==> src/rtl/rbas_pkg.sv <==
// rbas_pkg: shared types, constants and the luma function of the byte alignment scorer
// depends on nothing; imported by every rbas_* module and the top level

package rbas_pkg;

	localparam int unsigned LUMA_W  = 11;
	localparam int unsigned DIFF_W  = 12;
	localparam int unsigned SUM_W   = 24;
	localparam logic [SUM_W-1:0] SUM_MAX = 24'hFF_FFFF;

	localparam logic [4:0] R_MASK = 5'h1F;
	localparam logic [5:0] G_MASK = 6'h3F;
	localparam logic [4:0] B_MASK = 5'h1F;
	localparam logic [LUMA_W-1:0] R_WEIGHT = 11'd10;
	localparam logic [LUMA_W-1:0] G_WEIGHT = 11'd20;
	localparam logic [LUMA_W-1:0] B_WEIGHT = 11'd4;

	// control of one byte entering the luma stage
	typedef struct packed {
		logic valid;
		logic odd;        // pixel belongs to the byte-one alignment
		logic set_left;   // grid column minus one: remember as left neighbor
		logic accum;      // grid point: add gradients
		logic wr_upper;   // grid row minus one: store as upper neighbor
		logic last;       // frame end byte
		logic is_short;   // frame ended before the last grid pixel
	} pix_ctl_t;

	// control of one byte entering the accumulate stage
	typedef struct packed {
		logic valid;
		logic odd;
		logic accum;
		logic last;
		logic is_short;
	} acc_ctl_t;

	// little-endian rgb565 word to weighted luma 10r + 20g + 4b
	function automatic logic [LUMA_W-1:0] luma_of(input logic [15:0] c);
		logic [4:0] r;
		logic [5:0] g;
		logic [4:0] b;
		r = c[15:11] & R_MASK;
		g = c[10:5] & G_MASK;
		b = c[4:0] & B_MASK;
		return LUMA_W'(r) * R_WEIGHT + LUMA_W'(g) * G_WEIGHT + LUMA_W'(b) * B_WEIGHT;
	endfunction

endpackage

==> src/rtl/rbas_track.sv <==
// rbas_track: byte position, pixel coordinate counters and the input register stage
// depends on rbas_pkg

module rbas_track import rbas_pkg::*; #(
	parameter int FRAME_WIDTH  = 320,
	parameter int FRAME_HEIGHT = 240,
	parameter int SAMPLE_STEP  = 4
) (
	input  logic                clk,
	input  logic                arst_n,
	input  logic                accept,
	input  logic                adv,
	input  logic [7:0]          pixel_byte,
	input  logic                frame_end,
	output logic [$clog2((FRAME_WIDTH + SAMPLE_STEP - 1) / SAMPLE_STEP + 1)-1:0] rd_col,
	output pix_ctl_t            ctl_s1,
	output logic [15:0]         pix_s1,
	output logic [$clog2((FRAME_WIDTH + SAMPLE_STEP - 1) / SAMPLE_STEP + 1)-1:0] col_s1
);

	localparam int unsigned FRAME_BYTES  = 2 * FRAME_WIDTH * FRAME_HEIGHT;
	localparam int unsigned POS_W        = $clog2(FRAME_BYTES + 1);
	localparam int unsigned LAST_X       = ((FRAME_WIDTH - 2) / SAMPLE_STEP) * SAMPLE_STEP + 1;
	localparam int unsigned LAST_Y       = ((FRAME_HEIGHT - 2) / SAMPLE_STEP) * SAMPLE_STEP + 1;
	localparam int unsigned BYTES_NEEDED = 2 * (LAST_Y * FRAME_WIDTH + LAST_X) + 3;
	localparam int unsigned UPPER_DEPTH  = (FRAME_WIDTH + SAMPLE_STEP - 1) / SAMPLE_STEP;
	localparam int unsigned COL_W        = $clog2(UPPER_DEPTH + 1);
	localparam int unsigned X_W          = $clog2(FRAME_WIDTH);
	localparam int unsigned R_W          = $clog2(SAMPLE_STEP);
	localparam logic [X_W-1:0] X_LAST    = X_W'(FRAME_WIDTH - 1);
	localparam logic [R_W-1:0] R_LAST    = R_W'(SAMPLE_STEP - 1);
	localparam logic [R_W-1:0] R_ZERO    = '0;
	localparam logic [R_W-1:0] R_ONE     = R_W'(1);

	logic [POS_W-1:0] pos_q, pos_next;
	logic [7:0]       prev_q;
	logic [X_W-1:0]   x_q, x_d;
	logic [R_W-1:0]   xr_q, xr_d, yr_q, yr_d;
	logic [COL_W-1:0] col_q, col_d;
	logic             in_frame, take_even, take_odd, take;
	pix_ctl_t         ctl_d;

	assign in_frame  = pos_q < POS_W'(FRAME_BYTES);
	assign take_even = in_frame && pos_q[0];
	assign take_odd  = in_frame && !pos_q[0] && (pos_q != '0);
	assign take      = take_even || take_odd;
	assign pos_next  = in_frame ? pos_q + POS_W'(1) : pos_q;
	assign rd_col    = col_q;

	// next pixel coordinates, walked once per pixel after the odd alignment used it
	always_comb begin
		x_d   = x_q + X_W'(1);
		xr_d  = xr_q;
		yr_d  = yr_q;
		col_d = col_q;
		if (x_q == X_LAST) begin
			x_d   = '0;
			xr_d  = '0;
			col_d = '0;
			yr_d  = (yr_q == R_LAST) ? R_ZERO : yr_q + R_W'(1);
		end else if (xr_q == R_LAST) begin
			xr_d  = '0;
			col_d = col_q + COL_W'(1);
		end else begin
			xr_d  = xr_q + R_W'(1);
		end
	end

	always_comb begin
		ctl_d.valid    = 1'b1;
		ctl_d.odd      = take_odd;
		ctl_d.set_left = take && (yr_q == R_ONE) && (xr_q == R_ZERO);
		ctl_d.accum    = take && (yr_q == R_ONE) && (xr_q == R_ONE);
		ctl_d.wr_upper = take && (yr_q == R_ZERO) && (xr_q == R_ONE);
		ctl_d.last     = frame_end;
		ctl_d.is_short = 32'(pos_next) < BYTES_NEEDED;
	end

	always_ff @(posedge clk or negedge arst_n) begin
		if (!arst_n) begin
			pos_q  <= '0;
			prev_q <= '0;
			x_q    <= '0;
			xr_q   <= '0;
			yr_q   <= '0;
			col_q  <= '0;
			ctl_s1 <= '0;
		end else begin
			if (accept) begin
				if (in_frame) begin
					prev_q <= pixel_byte;
				end
				if (frame_end) begin
					pos_q <= '0;
					x_q   <= '0;
					xr_q  <= '0;
					yr_q  <= '0;
					col_q <= '0;
				end else begin
					pos_q <= pos_next;
					if (take_odd) begin
						x_q   <= x_d;
						xr_q  <= xr_d;
						yr_q  <= yr_d;
						col_q <= col_d;
					end
				end
			end
			if (adv) begin
				ctl_s1 <= accept ? ctl_d : '0;
			end
		end
	end

	always_ff @(posedge clk) begin
		if (accept) begin
			pix_s1 <= {pixel_byte, prev_q};
			col_s1 <= col_q;
		end
	end

`ifndef NO_ASSERTIONS
	a_pos_range: assert property (@(posedge clk) disable iff (!arst_n)
		pos_q <= POS_W'(FRAME_BYTES))
		else $error("byte position ran past the frame size");
	a_pos_clear: assert property (@(posedge clk) disable iff (!arst_n)
		accept && frame_end |=> pos_q == '0 && col_q == '0)
		else $error("position not cleared after frame end");
	a_one_action: assert property (@(posedge clk) disable iff (!arst_n)
		$onehot0({ctl_d.set_left, ctl_d.accum, ctl_d.wr_upper}))
		else $error("more than one grid action for one byte");
`endif

endmodule

==> src/rtl/rbas_upper.sv <==
// rbas_upper: upper neighbor luma stores, one per alignment, registered read
// depends on rbas_pkg

module rbas_upper import rbas_pkg::*; #(
	parameter int FRAME_WIDTH = 320,
	parameter int SAMPLE_STEP = 4
) (
	input  logic                clk,
	input  logic                rd_en,
	input  logic [$clog2((FRAME_WIDTH + SAMPLE_STEP - 1) / SAMPLE_STEP + 1)-1:0] rd_col,
	input  logic                wr_en,
	input  logic                wr_odd,
	input  logic [$clog2((FRAME_WIDTH + SAMPLE_STEP - 1) / SAMPLE_STEP + 1)-1:0] wr_col,
	input  logic [LUMA_W-1:0]   wr_luma,
	output logic [LUMA_W-1:0]   up_even_s1,
	output logic [LUMA_W-1:0]   up_odd_s1
);

	localparam int unsigned UPPER_DEPTH = (FRAME_WIDTH + SAMPLE_STEP - 1) / SAMPLE_STEP;

	logic [LUMA_W-1:0] mem_even [UPPER_DEPTH];
	logic [LUMA_W-1:0] mem_odd  [UPPER_DEPTH];

	always_ff @(posedge clk) begin
		if (wr_en && !wr_odd) begin
			mem_even[wr_col] <= wr_luma;
		end
		if (wr_en && wr_odd) begin
			mem_odd[wr_col] <= wr_luma;
		end
	end

	always_ff @(posedge clk) begin
		if (rd_en) begin
			up_even_s1 <= mem_even[rd_col];
			up_odd_s1  <= mem_odd[rd_col];
		end
	end

endmodule

==> src/rtl/rbas_grad.sv <==
// rbas_grad: luma of the registered pixel, left neighbors and gradient magnitude stage
// depends on rbas_pkg

module rbas_grad import rbas_pkg::*; #(
	parameter int FRAME_WIDTH = 320,
	parameter int SAMPLE_STEP = 4
) (
	input  logic                clk,
	input  logic                arst_n,
	input  logic                adv,
	input  pix_ctl_t            ctl_s1,
	input  logic [15:0]         pix_s1,
	input  logic [$clog2((FRAME_WIDTH + SAMPLE_STEP - 1) / SAMPLE_STEP + 1)-1:0] col_s1,
	input  logic [LUMA_W-1:0]   up_even_s1,
	input  logic [LUMA_W-1:0]   up_odd_s1,
	output logic                wr_en,
	output logic                wr_odd,
	output logic [$clog2((FRAME_WIDTH + SAMPLE_STEP - 1) / SAMPLE_STEP + 1)-1:0] wr_col,
	output logic [LUMA_W-1:0]   wr_luma,
	output acc_ctl_t            ctl_s2,
	output logic [DIFF_W-1:0]   diff_s2
);

	logic [LUMA_W-1:0] luma, left_sel, up_sel, left_even_q, left_odd_q;
	logic [LUMA_W-1:0] d_left, d_up;
	logic              step;

	assign step     = adv && ctl_s1.valid;
	assign luma     = luma_of(pix_s1);
	assign left_sel = ctl_s1.odd ? left_odd_q : left_even_q;
	assign up_sel   = ctl_s1.odd ? up_odd_s1 : up_even_s1;
	assign d_left   = (luma > left_sel) ? luma - left_sel : left_sel - luma;
	assign d_up     = (luma > up_sel) ? luma - up_sel : up_sel - luma;

	assign wr_en   = step && ctl_s1.wr_upper;
	assign wr_odd  = ctl_s1.odd;
	assign wr_col  = col_s1;
	assign wr_luma = luma;

	always_ff @(posedge clk or negedge arst_n) begin
		if (!arst_n) begin
			left_even_q <= '0;
			left_odd_q  <= '0;
			ctl_s2      <= '0;
		end else begin
			if (step && ctl_s1.set_left && !ctl_s1.odd) begin
				left_even_q <= luma;
			end
			if (step && ctl_s1.set_left && ctl_s1.odd) begin
				left_odd_q <= luma;
			end
			if (adv) begin
				ctl_s2.valid    <= ctl_s1.valid;
				ctl_s2.odd      <= ctl_s1.odd;
				ctl_s2.accum    <= ctl_s1.accum;
				ctl_s2.last     <= ctl_s1.last;
				ctl_s2.is_short <= ctl_s1.is_short;
			end
		end
	end

	always_ff @(posedge clk) begin
		if (adv) begin
			diff_s2 <= DIFF_W'(d_left) + DIFF_W'(d_up);
		end
	end

endmodule

==> src/rtl/rbas_accum.sv <==
// rbas_accum: saturating gradient sums per alignment and the result register
// depends on rbas_pkg

module rbas_accum import rbas_pkg::*; (
	input  logic                clk,
	input  logic                arst_n,
	input  acc_ctl_t            ctl_s2,
	input  logic [DIFF_W-1:0]   diff_s2,
	input  logic                score_stall,
	output logic                adv,
	output logic                busy,
	output logic                score_valid,
	output logic [SUM_W-1:0]    score_even,
	output logic [SUM_W-1:0]    score_odd,
	output logic                pick_odd,
	output logic                frame_short
);

	logic [SUM_W-1:0]  sum_even_q, sum_odd_q, sat_even, sat_odd;
	logic [SUM_W:0]    wide_even, wide_odd;
	logic [DIFF_W-1:0] add_even, add_odd;
	logic              step, close;

	// a pending frame result with a full result register blocks the pipe while score_stall is high
	assign busy  = ctl_s2.valid && ctl_s2.last && score_valid;
	assign adv   = !(busy && score_stall);
	assign step  = adv && ctl_s2.valid;
	assign close = step && ctl_s2.last;

	assign add_even  = (ctl_s2.accum && !ctl_s2.odd) ? diff_s2 : '0;
	assign add_odd   = (ctl_s2.accum && ctl_s2.odd) ? diff_s2 : '0;
	assign wide_even = {1'b0, sum_even_q} + (SUM_W + 1)'(add_even);
	assign wide_odd  = {1'b0, sum_odd_q} + (SUM_W + 1)'(add_odd);
	assign sat_even  = wide_even[SUM_W] ? SUM_MAX : wide_even[SUM_W-1:0];
	assign sat_odd   = wide_odd[SUM_W] ? SUM_MAX : wide_odd[SUM_W-1:0];

	always_ff @(posedge clk or negedge arst_n) begin
		if (!arst_n) begin
			sum_even_q  <= '0;
			sum_odd_q   <= '0;
			score_valid <= 1'b0;
		end else begin
			if (close) begin
				sum_even_q  <= '0;
				sum_odd_q   <= '0;
			end else if (step) begin
				sum_even_q  <= sat_even;
				sum_odd_q   <= sat_odd;
			end
			if (close) begin
				score_valid <= 1'b1;
			end else if (!score_stall) begin
				score_valid <= 1'b0;
			end
		end
	end

	always_ff @(posedge clk) begin
		if (close) begin
			score_even  <= sat_even;
			score_odd   <= sat_odd;
			pick_odd    <= sat_odd > sat_even;
			frame_short <= ctl_s2.is_short;
		end
	end

`ifndef NO_ASSERTIONS
	a_sums_cleared: assert property (@(posedge clk) disable iff (!arst_n)
		close |=> sum_even_q == '0 && sum_odd_q == '0)
		else $error("sums not cleared after frame result");
	a_no_hold_empty: assert property (@(posedge clk) disable iff (!arst_n)
		!score_valid |-> adv)
		else $error("pipe held with an empty result register");
	a_pick_matches: assert property (@(posedge clk) disable iff (!arst_n)
		close |=> pick_odd == (score_odd > score_even))
		else $error("alignment pick disagrees with the sums");
`endif

endmodule

==> src/rtl/rgb565_byte_alignment_scorer_top.sv <==
// rgb565_byte_alignment_scorer_top: top level of the rgb565 byte alignment scorer
// depends on rbas_pkg, rbas_track, rbas_upper, rbas_grad, rbas_accum
//
//  channel  | direction | handshake               | payload
//  ---------+-----------+-------------------------+--------------------------------------
//  byte     | in        | byte_valid / byte_stall | pixel_byte, frame_end
//  score    | out       | score_valid/score_stall | score_even, score_odd, pick_odd,
//           |           |                         | frame_short
//
// one byte per cycle is taken while byte_stall is low; a byte passes an input register
// stage, a luma and gradient stage and an accumulate stage, and the frame result is
// registered in the result register when its frame end byte leaves the accumulate stage
// the upper neighbor store is read when a byte is transferred, written from the luma stage
// reset clears positions, left neighbors and sums; the upper stores need no clearing
// byte_stall rises while a frame result sits in the accumulate stage and the result
// register still holds the previous one

module rgb565_byte_alignment_scorer_top import rbas_pkg::*; #(
	parameter int FRAME_WIDTH  = 320,
	parameter int FRAME_HEIGHT = 240,
	parameter int SAMPLE_STEP  = 4
) (
	input  logic             clk,
	input  logic             arst_n,
	input  logic             byte_valid,
	output logic             byte_stall,
	input  logic [7:0]       pixel_byte,
	input  logic             frame_end,
	output logic             score_valid,
	input  logic             score_stall,
	output logic [SUM_W-1:0] score_even,
	output logic [SUM_W-1:0] score_odd,
	output logic             pick_odd,
	output logic             frame_short
);

	localparam int unsigned UPPER_DEPTH = (FRAME_WIDTH + SAMPLE_STEP - 1) / SAMPLE_STEP;
	localparam int unsigned COL_W       = $clog2(UPPER_DEPTH + 1);

	logic              accept, adv, busy;
	// input register stage
	pix_ctl_t          ctl_s1;
	logic [15:0]       pix_s1;
	logic [COL_W-1:0]  col_s1, rd_col;
	logic [LUMA_W-1:0] up_even_s1, up_odd_s1;
	// upper store write from the luma stage
	logic              wr_en, wr_odd;
	logic [COL_W-1:0]  wr_col;
	logic [LUMA_W-1:0] wr_luma;
	// accumulate stage
	acc_ctl_t          ctl_s2;
	logic [DIFF_W-1:0] diff_s2;

	// stall comes from registered state only, never from score_stall directly
	assign byte_stall = busy;
	assign accept     = byte_valid && !byte_stall;

	rbas_track #(
		.FRAME_WIDTH (FRAME_WIDTH),
		.FRAME_HEIGHT(FRAME_HEIGHT),
		.SAMPLE_STEP (SAMPLE_STEP)
	) u_track (
		.clk       (clk),
		.arst_n    (arst_n),
		.accept    (accept),
		.adv       (adv),
		.pixel_byte(pixel_byte),
		.frame_end (frame_end),
		.rd_col    (rd_col),
		.ctl_s1    (ctl_s1),
		.pix_s1    (pix_s1),
		.col_s1    (col_s1)
	);

	// read at the transfer so the upper neighbor lines up with the input register
	rbas_upper #(
		.FRAME_WIDTH(FRAME_WIDTH),
		.SAMPLE_STEP(SAMPLE_STEP)
	) u_upper (
		.clk       (clk),
		.rd_en     (accept),
		.rd_col    (rd_col),
		.wr_en     (wr_en),
		.wr_odd    (wr_odd),
		.wr_col    (wr_col),
		.wr_luma   (wr_luma),
		.up_even_s1(up_even_s1),
		.up_odd_s1 (up_odd_s1)
	);

	rbas_grad #(
		.FRAME_WIDTH(FRAME_WIDTH),
		.SAMPLE_STEP(SAMPLE_STEP)
	) u_grad (
		.clk       (clk),
		.arst_n    (arst_n),
		.adv       (adv),
		.ctl_s1    (ctl_s1),
		.pix_s1    (pix_s1),
		.col_s1    (col_s1),
		.up_even_s1(up_even_s1),
		.up_odd_s1 (up_odd_s1),
		.wr_en     (wr_en),
		.wr_odd    (wr_odd),
		.wr_col    (wr_col),
		.wr_luma   (wr_luma),
		.ctl_s2    (ctl_s2),
		.diff_s2   (diff_s2)
	);

	// sums and the result register; holds the pipe only behind a waiting result
	rbas_accum u_accum (
		.clk        (clk),
		.arst_n     (arst_n),
		.ctl_s2     (ctl_s2),
		.diff_s2    (diff_s2),
		.score_stall(score_stall),
		.adv        (adv),
		.busy       (busy),
		.score_valid(score_valid),
		.score_even (score_even),
		.score_odd  (score_odd),
		.pick_odd   (pick_odd),
		.frame_short(frame_short)
	);

endmodule

==> config.mk <==
export PLATFORM = sky130hd
export DESIGN_NAME = rgb565_byte_alignment_scorer_top
export DESIGN_NICKNAME = d
export VERILOG_FILES = /design/src/rtl/rbas_pkg.sv /design/src/rtl/rbas_track.sv /design/src/rtl/rbas_upper.sv /design/src/rtl/rbas_grad.sv /design/src/rtl/rbas_accum.sv /design/src/rtl/rgb565_byte_alignment_scorer_top.sv
export SDC_FILE = /design/constraint.sdc
export NUM_CORES = 2
export LEC_CHECK = 0
export BUFFER_PORTS_ARGS = -buffer_cell sky130_fd_sc_hd__clkbuf_2
export CELL_PAD_IN_SITES_DETAIL_PLACEMENT = 0
export CELL_PAD_IN_SITES_GLOBAL_PLACEMENT = 1
export CORE_ASPECT_RATIO = 0.8
export CORE_MARGIN = 1
export CORE_UTILIZATION = 60
export DETAILED_ROUTE_END_ITERATION = 8
export PLACE_DENSITY_LB_ADDON = 0.1
export SLEW_MARGIN = 20
export SYNTH_ARGS = -nofsm -noshare
export SYNTH_HDL_FRONTEND = slang
export SYNTH_SLANG_ARGS = --single-unit
==> constraint.sdc <==
create_clock -name clk -period 41.4 [get_ports clk]
set_input_delay 6.21 -clock clk [delete_from_list [all_inputs] [get_ports clk]]
set_output_delay 6.21 -clock clk [all_outputs]
set_load 0.01 [all_outputs]
==> impl_metrics.ini <==
[setup_path]
reg2reg_slack_ps = 33010
start_kind = primary input
worstSetupPathType = in -> reg
worstPathMaxFanout = 20
cp.required_ps = 41840
r2r_start = u_track.pix_s1[11]$_DFFE_PP_
reg2reg_depth = 25
rr_endpoint = u_grad.diff_s2[10]$_DFFE_PN_
worstPathArrival_ps = 9830
crit_path_end_kind = flop

[timing]
tns_ps = 0
hold_slack_ps = 446
slew_viol_final = 0
max_freq_mhz = 107
rsz0062_at_grt = false
finalSetupViolCount = 0
skew_ps = 58.1
worst_pin_slew_ps = 1180
fin_crit_ps = 9390
hold_viol_final = 0
finalCritPeriodShare_pct = 22.7
maxSlewHeadroom_pct = 21.6

[placed_design]
place_area_mm2 = 0.0779
numPortBuffers = 64
routabilityCongestion = 0.907
hpwl_um = 117000

[grt]
antenna_found_initial = 4
gr-total-overflow = 0
first_global_vias = 38200
grt_pass1_wl_um = 276000
track_usage_pct = 30.5
grt_max_degree = 161

[synth]
ys_seq_area_share_pct = 71.7
synthFlopType = edfxtp_1
synth_edf_count = 1704
ys_ff_latch = 1831
synth_fp_nets = 4067
netlist_instances = 3910
async_flop_share_pct = 6.94
ys_warn_count = 0
synth.distinct_cells = 72
syn-cell-area_mm2 = 0.0758
syn_area_per_cell_um2 = 19.4

[floorplan]
ios = 65
die_w_um = 399
num_rows = 116
core-area_mm2 = 0.125
initial_utilization_pct = 60.6
die_area_mm2 = 0.128
die-height_um = 320

[route]
drtAntennaViolNets = 0
vias_per_cell = 6.83
finalWirelength_um = 189000
first_pass_iters = 6
drc = 0
drtIter0Drc = 5990
vias = 39700
wl_per_cell_um = 32.6

[hold_path]
hold_depth = 0
timing.hold.worst.start = u_track.prev_q[7]$_DFFE_PN0P_
hold_end = u_track.pix_s1[7]$_DFFE_PP_
hp-class = reg -> reg

[clocking]
cts.sink_count = 1831
cts_tree = done
path_clk_slew_ps = 60
h-tree-depth = 4
clkLatencyLatePin_ps = 830
cts_resized = 0
cts_setup_buffers = 0
clockBufferDepth = 3
ctsHoldBuffers = 0
root_buffer = clkbuf_16
numCtsBuffers = 170

[pwr]
max-vdd-ir-drop_v = 0.000132
p_leak_nw = 27.1
p_per_area_mw_per_mm2 = 67.5

[final_layout]
syn2layout_area_growth_pct = 10.1
drive_above_1_share_pct = 23.3
final_area_mm2 = 0.0834
nNetsFinal = 4171

[status]
outcome = completed

[job]
max_cap_violations = 0
==> layout make-up <==
type,instances,area (um^2)
Antenna cell,1,2.50
Clock buffer,209,4550
Clock inverter,99,907
Fill cell,8033,41700
Inverter,115,439
Multi-Input combinational cell,1772,20300
Sequential cell,1831,54400
Tap cell,1652,2070
Timing Repair Buffer,124,826
==> cell families (layout without fill, tap and decap cells) <==
group	after synthesis	after routing	share of synthesized area (%)
AOI/OAI and AO/OA	369	369	3.08
xor gates and xnor gates	69	69	0.826
adders and majority gates	144	144	2.53
buffers and inverters	307	547	1.62
DFF	1831	1831	71.7
muxes	601	601	16.6
other	0	1	0
and+or+nand+nor	589	589	3.61
==> cells in the final DEF, fill, tap and decap left out, types with 63 or more instances in the layout <==
master and instances:
inv_1 111, nand2_1 129, edfxtp_1 1704, mux4_2 520
o21ai_0 96, nor2_1 234, ha_1 128, dfrtp_1 122
a21oi_1 100, clkbuf_16 175, clkbuf_2 63
==> state kept, by name, indices dropped and copies added (netlist names), 9 cells and up <==
register            cells
u_grad.diff_s2         11
u_upper.up_odd_s1      10
u_accum.sum_odd_q      24
u_upper.up_even_s1     10
u_grad.left_odd_q      10
u_upper.mem_odd       800
u_track.pix_s1         16
u_accum.sum_even_q     24
u_accum.score_odd      24
u_track.x_q             9
u_accum.score_even     24
u_upper.mem_even      800
u_track.pos_q          18
u_grad.left_even_q     10
==> worst max path at each step <==
stage / startpoint / endpoint / slack, ps
after global routing: score_stall / u_upper.mem_even[31][6]$_DFFE_PP_ / 31840
after global placement: score_stall / u_upper.mem_even[7][2]$_DFFE_PP_ / 31360
after floorplan: u_track.pix_s1[11]$_DFFE_PP_ / u_grad.diff_s2[10]$_DFFE_PN_ / 28180
after CTS: score_stall / u_upper.mem_even[31][2]$_DFFE_PP_ / 32080
final: score_stall / u_upper.mem_odd[78][3]$_DFFE_PP_ / 32010
after detailed placement: score_stall / u_upper.mem_even[31][4]$_DFFE_PP_ / 31220
==> power breakdown <==
part / internal [mW] / switching, mW / total [mW] / leakage, nW
logic: 0.453 / 1.10 / 1.55 / 7.29
clock network: 0.864 / 0.683 / 1.55 / 2.63
registers: 2.51 / 0.0218 / 2.53 / 17.1
==> through the flow <==
step           std cells  total power, mW  utilization (%)  worst slack (ps)
6_report            5803             5.64             66.7             32010
5_1_grt             5802             5.85             66.7             31840
4_1_cts             5801             5.68             66.7             32080
3_5_place_dp        5493             4.15             62.3             31220
3_3_place_gp        5493             4.12             62.3             31360
2_1_floorplan       3910             3.56                -             28180
==> worst max-delay path: stages <==
cell      delay, ps
clkbuf_2        100
and2_1          280
inv_2           360
nand3_1         370
nor3b_1         590
nand3_1         910
nor2_1          990
==> routing by layer <==
metal  share of wire [%]  GRT usage (%)  wire [um]  vias up
li1                    -              -          -    16100
met1                  42           48.7      78900    20600
met2                  45           43.2      84700     2675
met3                  11           5.25      20200      303
met4                 2.9           9.84       5560        2
met5              0.0058              0         11        -
==> synthesized netlist by cell type, drive strengths merged (17+ instances only) <==
| master | count | area [um^2] |
|---|---|---|
| mux2 | 44 | 495 |
| nand2 | 131 | 492 |
| nor2b | 37 | 231 |
| nand3 | 38 | 190 |
| o21ai | 102 | 514 |
| inv | 115 | 432 |
| clkbuf | 138 | 518 |
| a21oi | 100 | 500 |
| ha | 129 | 1610 |
| mux2i | 37 | 374 |
| nor2 | 235 | 882 |
| and3 | 34 | 213 |
| and2 | 22 | 138 |
| nor3 | 19 | 95.1 |
| nand4 | 21 | 131 |
| buf | 54 | 278 |
| dfrtp | 127 | 3180 |
| a21o | 26 | 195 |
| a22o | 21 | 184 |
| nand2b | 17 | 106 |
| xor2 | 23 | 201 |
| mux4 | 520 | 11700 |
| xnor2 | 45 | 402 |
| edfxtp | 1704 | 51200 |
Power figures use the tool's default switching activity.
